**src/rtl/core/epl_pkg.sv**
```systemverilog
// epl_pkg: shared types and constants for the energy period logger
// no dependencies; used by the controller, datapath and top level
package epl_pkg;

    localparam int SLOTS      = 96;
    localparam int COUNT_BITS = 16;
    localparam int SLOT_BITS  = 8;

    localparam logic [15:0] DARK_RESET = 16'd3500;
    localparam logic [15:0] DARK_LIMIT = 16'd500;
    localparam logic [COUNT_BITS-1:0] COUNT_LIMIT = {COUNT_BITS{1'b1}};

    localparam logic [0:0] CFG_PERIOD  = 1'd0;
    localparam logic [0:0] CFG_LOGGING = 1'd1;

    localparam logic REQ_SAMPLE = 1'b0;
    localparam logic REQ_FLUSH  = 1'b1;

    // which multiply the datapath performs in a step
    typedef enum logic [2:0] {
        OP_NONE   = 3'd0,
        OP_MUL_S1 = 3'd1,
        OP_MUL_S2 = 3'd2,
        OP_MUL_B1 = 3'd3,
        OP_MUL_B2 = 3'd4
    } mul_op_t;

    typedef struct packed {
        logic       load;       // capture input item
        mul_op_t    mul_op;
        logic       sample_upd; // commit sums, peaks, energies
        logic       div_start;  // load divider with sum index div_sel
        logic [1:0] div_sel;
        logic       div_step;
        logic       div_store;  // store quotient into average div_sel
        logic       flush_done; // update totals unless empty, clear period
        logic       out_load;
    } epl_cmd_t;

    typedef struct packed {
        logic is_flush;
        logic empty;
        logic at_limit;
        logic div_last;
    } epl_stat_t;

endpackage

```
**src/rtl/core/epl_ctrl.sv**
```systemverilog
// epl_ctrl: sequencing state machine for the energy period logger
// depends on epl_pkg
module epl_ctrl (
    input  logic               clk,
    input  logic               rst_n,
    input  logic               in_valid,
    output logic               in_ready,
    output logic               out_valid,
    input  logic               out_ready,
    input  epl_pkg::epl_stat_t stat,
    output epl_pkg::epl_cmd_t  cmd
);

    typedef enum logic [9:0] {
        S_IDLE  = 10'b0000000001,
        S_DEC   = 10'b0000000010,
        S_MS1   = 10'b0000000100,
        S_MS2   = 10'b0000001000,
        S_MB1   = 10'b0000010000,
        S_MB2   = 10'b0000100000,
        S_UPD   = 10'b0001000000,
        S_DSTRT = 10'b0010000000,
        S_DRUN  = 10'b0100000000,
        S_FIN   = 10'b1000000000
    } state_t;

    state_t     state_reg, state_next;
    logic [1:0] sel_reg, sel_next;
    logic       ovalid_reg, ovalid_next;

    always_ff @(posedge clk or negedge rst_n)
    begin
        if (!rst_n)
        begin
            state_reg  <= S_IDLE;
            sel_reg    <= 2'd0;
            ovalid_reg <= 1'b0;
        end
        else
        begin
            state_reg  <= state_next;
            sel_reg    <= sel_next;
            ovalid_reg <= ovalid_next;
        end
    end

    assign in_ready  = (state_reg == S_IDLE);
    assign out_valid = ovalid_reg;

    always_comb
    begin
        state_next  = state_reg;
        sel_next    = sel_reg;
        ovalid_next = ovalid_reg && !out_ready;
        cmd         = '0;
        cmd.mul_op  = epl_pkg::OP_NONE;
        cmd.div_sel = sel_reg;
        case (state_reg)
            S_IDLE:
            begin
                if (in_valid)
                begin
                    cmd.load   = 1'b1;
                    state_next = S_DEC;
                end
            end
            S_DEC:
            begin
                if (stat.is_flush)
                begin
                    sel_next   = 2'd0;
                    state_next = stat.empty ? S_FIN : S_DSTRT;
                end
                else
                begin
                    state_next = stat.at_limit ? S_IDLE : S_MS1;
                end
            end
            S_MS1:
            begin
                cmd.mul_op = epl_pkg::OP_MUL_S1;
                state_next = S_MS2;
            end
            S_MS2:
            begin
                cmd.mul_op = epl_pkg::OP_MUL_S2;
                state_next = S_MB1;
            end
            S_MB1:
            begin
                cmd.mul_op = epl_pkg::OP_MUL_B1;
                state_next = S_MB2;
            end
            S_MB2:
            begin
                cmd.mul_op = epl_pkg::OP_MUL_B2;
                state_next = S_UPD;
            end
            S_UPD:
            begin
                cmd.sample_upd = 1'b1;
                state_next     = S_IDLE;
            end
            S_DSTRT:
            begin
                cmd.div_start = 1'b1;
                state_next    = S_DRUN;
            end
            S_DRUN:
            begin
                cmd.div_step = 1'b1;
                if (stat.div_last)
                begin
                    cmd.div_store = 1'b1;
                    sel_next      = sel_reg + 2'd1;
                    state_next    = (sel_reg == 2'd3) ? S_FIN : S_DSTRT;
                end
            end
            S_FIN:
            begin
                // wait until the previous result has left the output register
                if (!ovalid_reg || out_ready)
                begin
                    cmd.flush_done = 1'b1;
                    cmd.out_load   = 1'b1;
                    ovalid_next    = 1'b1;
                    state_next     = S_IDLE;
                end
            end
            default:
            begin
                state_next = S_IDLE;
            end
        endcase
    end

endmodule

```
**config.mk**
```make
export PLATFORM = sky130hd
export DESIGN_NAME = epl_ctrl
export DESIGN_NICKNAME = d
export VERILOG_FILES = /design/src/rtl/core/epl_pkg.sv /design/src/rtl/core/epl_ctrl.sv
export SDC_FILE = /design/constraint.sdc
export NUM_CORES = 1
export LEC_CHECK = 0
export BUFFER_PORTS_ARGS = -buffer_cell sky130_fd_sc_hd__buf_2
export CORE_AREA = 2 2 43 45
export DETAILED_ROUTE_END_ITERATION = 12
export DIE_AREA = 0 0 45 47
export PLACE_DENSITY = 0.86
export SLEW_MARGIN = 10
export SYNTH_ARGS = -nofsm -noshare
export SYNTH_HDL_FRONTEND = slang
export SYNTH_SLANG_ARGS = --single-unit
```
**constraint.sdc**
```tcl
create_clock -name clk -period 3.1 [get_ports clk]
set_clock_uncertainty 0.2 [all_clocks]
set_input_delay 0.155 -clock clk [delete_from_list [all_inputs] [get_ports clk]]
set_output_delay 0.155 -clock clk [all_outputs]
set_load 0.01 [all_outputs]
```
==> results of run 1 <==
[worst paths after layout]
path / startpoint / end / slack, ns / cells past startpoint
setup / recovery: state_reg[4]$_DFFE_PN0P_ / state_reg[7]$_DFFE_PN0P_ / 0.52 / 5
hold / removal: rst_n / state_reg[5]$_DFFE_PN0P_ / 0.08 / 2
setup reg to reg: state_reg[4]$_DFFE_PN0P_ / state_reg[7]$_DFFE_PN0P_ / 0.52 / 5
hold reg to reg: out_valid$_DFF_PN0_ / out_valid$_DFF_PN0_ / 0.33 / 2
max in group asynchronous: rst_n / state_reg[0]$_DFFE_PN1P_ / 2.34 / 2
min in group clk: stat[3] / state_reg[9]$_DFFE_PN0P_ / 0.08 / 3
[report_power, final]
part / switching [W] / internal, W
Clock: 0.0000600 / 0.0000478
Sequential: 0.0000312 / 0.000198
Combinational: 0.000141 / 0.000109
Total: 0.000232 / 0.000355
[logic make-up after synthesis]
family / count (synthesis) / synth area share (%)
buf+inv: 8 / 4.93
flops: 13 / 39.0
simple gates: 48 / 37.6
xor+xnor: 2 / 2.09
compound gates: 16 / 13.1
mux: 1 / 1.79
fa+ha+maj: 1 / 1.49
[cell type report]
class	instances	area, µm²
Tap cell	17	21.3
Clock inverter	1	5.00
Clock buffer	3	22.5
Multi-Input combinational cell	68	470
Sequential cell	13	327
Timing Repair Buffer	29	185
Fill cell	139	602
Inverter	5	18.8
[cell usage after synthesis, drive strengths merged, types with 2 or more instances]
cell / number / area share, %
nor2: 7 / 3.1
nor3: 4 / 2.4
a32oi: 2 / 2.1
inv: 5 / 2.2
buf: 2 / 2.2
nor2b: 3 / 2.2
dfrtp: 12 / 36
or4: 2 / 2.2
xor2: 2 / 2.1
nor3b: 4 / 3.6
nand4: 2 / 1.5
nand2b: 6 / 4.5
nand3: 2 / 1.2
or3: 2 / 1.5
nand2: 3 / 1.6
o21ai: 4 / 2.4
nor4: 7 / 8.8
o22ai: 3 / 2.2
and2: 2 / 1.5
or2: 2 / 1.5
a21oi: 2 / 1.2
[routing by layer]
metal / up-vias / routed length [µm] / global-route usage, %
met4: 0 / 24 / 8.24
met3: 6 / 159 / 2.31
met5: - / 0 / 0
met2: 46 / 1080 / 38.6
met1: 386 / 859 / 26.6
li1: 390 / - / -
[through the flow]
stage	hold WS (ns)	util [%]	std cells	worst slack, ns
floorplan	-0.341	-	89	1.02
global placement	-0.143	57.0	124	1.01
detailed placement	-0.139	57.0	124	0.953
CTS	0.0669	63.6	136	0.558
global route	0.105	63.6	136	0.429
finish	0.0758	63.6	136	0.522
[worst max-delay path, cell delays in order (launching register included)]
cell	delay [ns]
dfrtp_1	0.45
or4_4	0.61
nor4_4	0.41
nand3b_1	0.11
dlygate4sd3_1	0.57
a21oi_1	0.15
[what timing repair did]
item | in CTS | in global routing
resized for setup | 0 | 0
hold buffers | 8 | 0
endpoints found under the hold margin | 19 | 0
==> metrics.txt, run 1 <==
proportion of layout cells with a drive suffix above 1 29.4%; htree depth 1; pin count of the biggest net entering global routing 14; CP Max Fanout 7; synthesized cell area 838 µm²; Die W 45 µm; LEAKAGE 0.522 nW; Wirelength per Cell 15.6 µm; outcome completed; Async SR Flop Fraction 100%; critical path arrival 2.58 ns; RSZ-0062 raised after global routing no; dpl hpwl 1530 µm; global-route wire length before repair 3270 µm; Worst-Skew Late Latency 0.28 ns; DR pass1 iterations 4; CTS Buf Count 3; Placed Area 942 µm²; Final min period 2.58 ns; nets@finish 129; drc violations 0; maxcap violations 0; Post-synth EDFFs 0; worst hold path class in2async; commonest non-fill, non-tap cell in the layout buf_2; I/O Pins 22; I/O Buffers 21; final setup vio count 0; Core ar. 1650 µm²; die height 47 µm; Area growth, synth to finish 25.2%; commonest non-fill, non-tap cells in the layout buf_2, dfrtp_1, dlygate4sd3_1, nor2_1, nand2b_1; Total Power 0.000587 W; GRT Overall Usage 21.5%; RePlAce Congestion 0.954; WS Path Type reg2reg; Setup crit end kind register; CTS sink cnt 13; final non-filler cell area 1050 µm²; Routed Antenna Nets 0; initial antenna violation count 0; floorplan row count 15; Power per Cell Area 559 nW/µm²; Die ar. 2120 µm²; Clk pin slew, worst setup/hold paths 0.09 ns; crit start category register; root buf cell clkbuf_4; Syn. warnings 0; final WL 2120 µm; vias in the first global route 750; peak supply drop 400 µV; Seq/Total Area, Yosys 39.0%; Via density 6.09; Main synth FF type dfrtp_1; Pins Over Slew Limit 0; slew margin rel. 66.7%; post-CTS setup buffers 0; worst slew pin tran 0.495 ns; via count 828; Largest register FFs 10; GR Overflow Total 0; Max clock buf depth 2; Mapped Nets 98; Initial Utilization 50.8%; Avg Inst Size Synth 9.42 µm²; unique cell type count in the Yosys netlist 36; ANT cells 0; Req. time, crit path 3.11 ns; first-iteration detailed-routing DRC count 49; flops & latches, synth 13; setup_tns 0 ns; fmax 388 MHz; post-synthesis cell count 89; Hold Vio Cnt, Final 0; CTS tree built; fin crit share 83.2%
(Power assumes the default switching activity.)
==> inputs of run 2 (changes only) <==
CORE_AREA = 2 2 46 48   (was 2 2 43 45)
DIE_AREA = 0 0 48 50   (was 0 0 45 47)
PLACE_DENSITY = 0.8   (was 0.86)
clock period = 2.13 ns   (was 3.1 ns; I/O delays follow)
==> run 2 against run 1 <==
First-iteration DRC count fell by 57%. Worst hold slack got worse by 0.050 ns. Clock power rose by 53%. Non-clock buffer count rose by 12. Largest cell class unchanged.
==> metrics.txt, run 2 (synthesis results as in run 1) <==
Reg2Reg Setup Slack 0.10 ns; pin count of the biggest net entering global routing 14; CTS tree built; Hold Worst Slack 0.0257 ns; Clk pin slew, worst setup/hold paths 0.08 ns; outcome completed; Routed Antenna Nets 0; worst reg2reg path endpoint sel_reg[1]$_DFFE_PN0P_; DR pass1 iterations 4; Area growth, synth to finish 46.9%; Max clock buf depth 2; worst r2r path cells 6; GR Overflow Total 0; commonest non-fill, non-tap cells in the layout buf_2, buf_4, dfrtp_1, nor2_1, dlygate4sd3_1; via count 908; peak supply drop 430 µV; ANT cells 0; initial antenna violation count 0; Inst Count DP 142; GRT Overall Usage 24.1%; I/O Pins 22; RePlAce Congestion 0.886; global-route wire length before repair 3970 µm; final setup vio count 0; CP Max Fanout 6; nets@finish 141; Worst-Skew Late Latency 0.30 ns; Non-Filler Instances 158; LEAKAGE 0.597 nW; htree depth 1; Pins Over Slew Limit 0; maxcap violations 0; Hold Vio Cnt, Final 0; Wirelength per Cell 15.7 µm; fmax 481 MHz; worst hold path class in2async; CTS sink cnt 13; I/O Buffers 21; R2R Path Start state_reg[4]$_DFFE_PN0P_; setup ws final 0.0506 ns; CP peak stage delay 0.39 ns; WS Path Type reg2out; Fill cells 141; Critical Path, Cell by Cell buf_4 -> or3_4 -> nor4_4 -> buf_4 -> buf_6; drc violations 0; Final min period 2.08 ns; first-iteration detailed-routing DRC count 21; slew margin rel. 74.9%; commonest non-fill, non-tap cell in the layout buf_2; die height 50 µm; most frequent CP cell buf_4; Power per Cell Area 778 nW/µm²; worst slew pin tran 0.374 ns; root buf cell clkbuf_4; dpl hpwl 1700 µm; vias in the first global route 862; CTS Buf Count 3; Die ar. 2400 µm²; floorplan row count 16; Setup crit end kind output pin; final WL 2480 µm; proportion of layout cells with a drive suffix above 1 45.8%; Core ar. 1900 µm²; Initial Utilization 44.1%; pre-CTS setup slack 0.0904 ns; Via density 5.75; fin crit share 97.6%; crit start category register; Die W 48 µm; Largest register FFs 10; slowest CP cell dfrtp_1; critical path arrival 1.77 ns; Req. time, crit path 1.82 ns
run 2: through the flow:
stage	utilization, %	TNS (ns)	cell area (µm²)	power [W]
after global placement	53.4	0	1010	0.000692
after CTS	60.3	-0.00644	1150	0.000890
after global routing	64.7	-0.000764	1230	0.00103
after floorplan	-	0	838	0.000578
final	64.7	0	1230	0.000958
after detailed placement	53.4	0	1010	0.000699
run 2: worst max-delay path: cells and delay by family, from the launching register on:
family	cells	cell delay, ns
buf+inv	3	0.43
flops	1	0.39
simple gates	2	0.65
run 2: worst max path at each step:
stage,start,endpoint,cells after the start
3_5_place_dp,state_reg[4]$_DFFE_PN0P_,sel_reg[1]$_DFFE_PN0P_,4
5_1_grt,state_reg[4]$_DFFE_PN0P_,cmd[3],5
6_report,state_reg[4]$_DFFE_PN0P_,cmd[3],5
4_1_cts,state_reg[7]$_DFFE_PN0P_,cmd[2],5
2_1_floorplan,state_reg[7]$_DFFE_PN0P_,sel_reg[1]$_DFFE_PN0P_,5
3_3_place_gp,state_reg[4]$_DFFE_PN0P_,sel_reg[1]$_DFFE_PN0P_,4
run 2: where the power goes:
part | internal (W) | switching [W] | total (W)
registers | 0.000288 | 0.0000472 | 0.000335
clock network | 0.0000732 | 0.0000917 | 0.000165
logic | 0.000227 | 0.000232 | 0.000458
run 2: layer usage:
layer  up-vias  track usage, %  part of all wire (%)
met5         -               0                     0
li1        410               -                     -
met3         7            6.59                   6.6
met1       448            29.1                    41
met2        43            36.9                    50
met4         0            14.0                   3.1
run 2: area by class of cell:
class                      count  area (µm²)  area share, %
inverter                       5        18.8           1.52
tap                           27        33.8           2.74
multi-input combinational     68         537           43.6
sequential                    13         330           26.8
timing repair buffer          41         285           23.2
clock buffer                   4        26.3           2.13
run 2: timing repair:
| item | CTS | global route |
|---|---|---|
| resized for setup | 6 | 12 |
| endpoints found under the setup margin | 3 | 9 |
| pin swaps | 0 | 6 |
| hold buffers | 7 | 0 |
| endpoints found under the hold margin | 21 | 0 |
| buffers inserted | 0 | 5 |
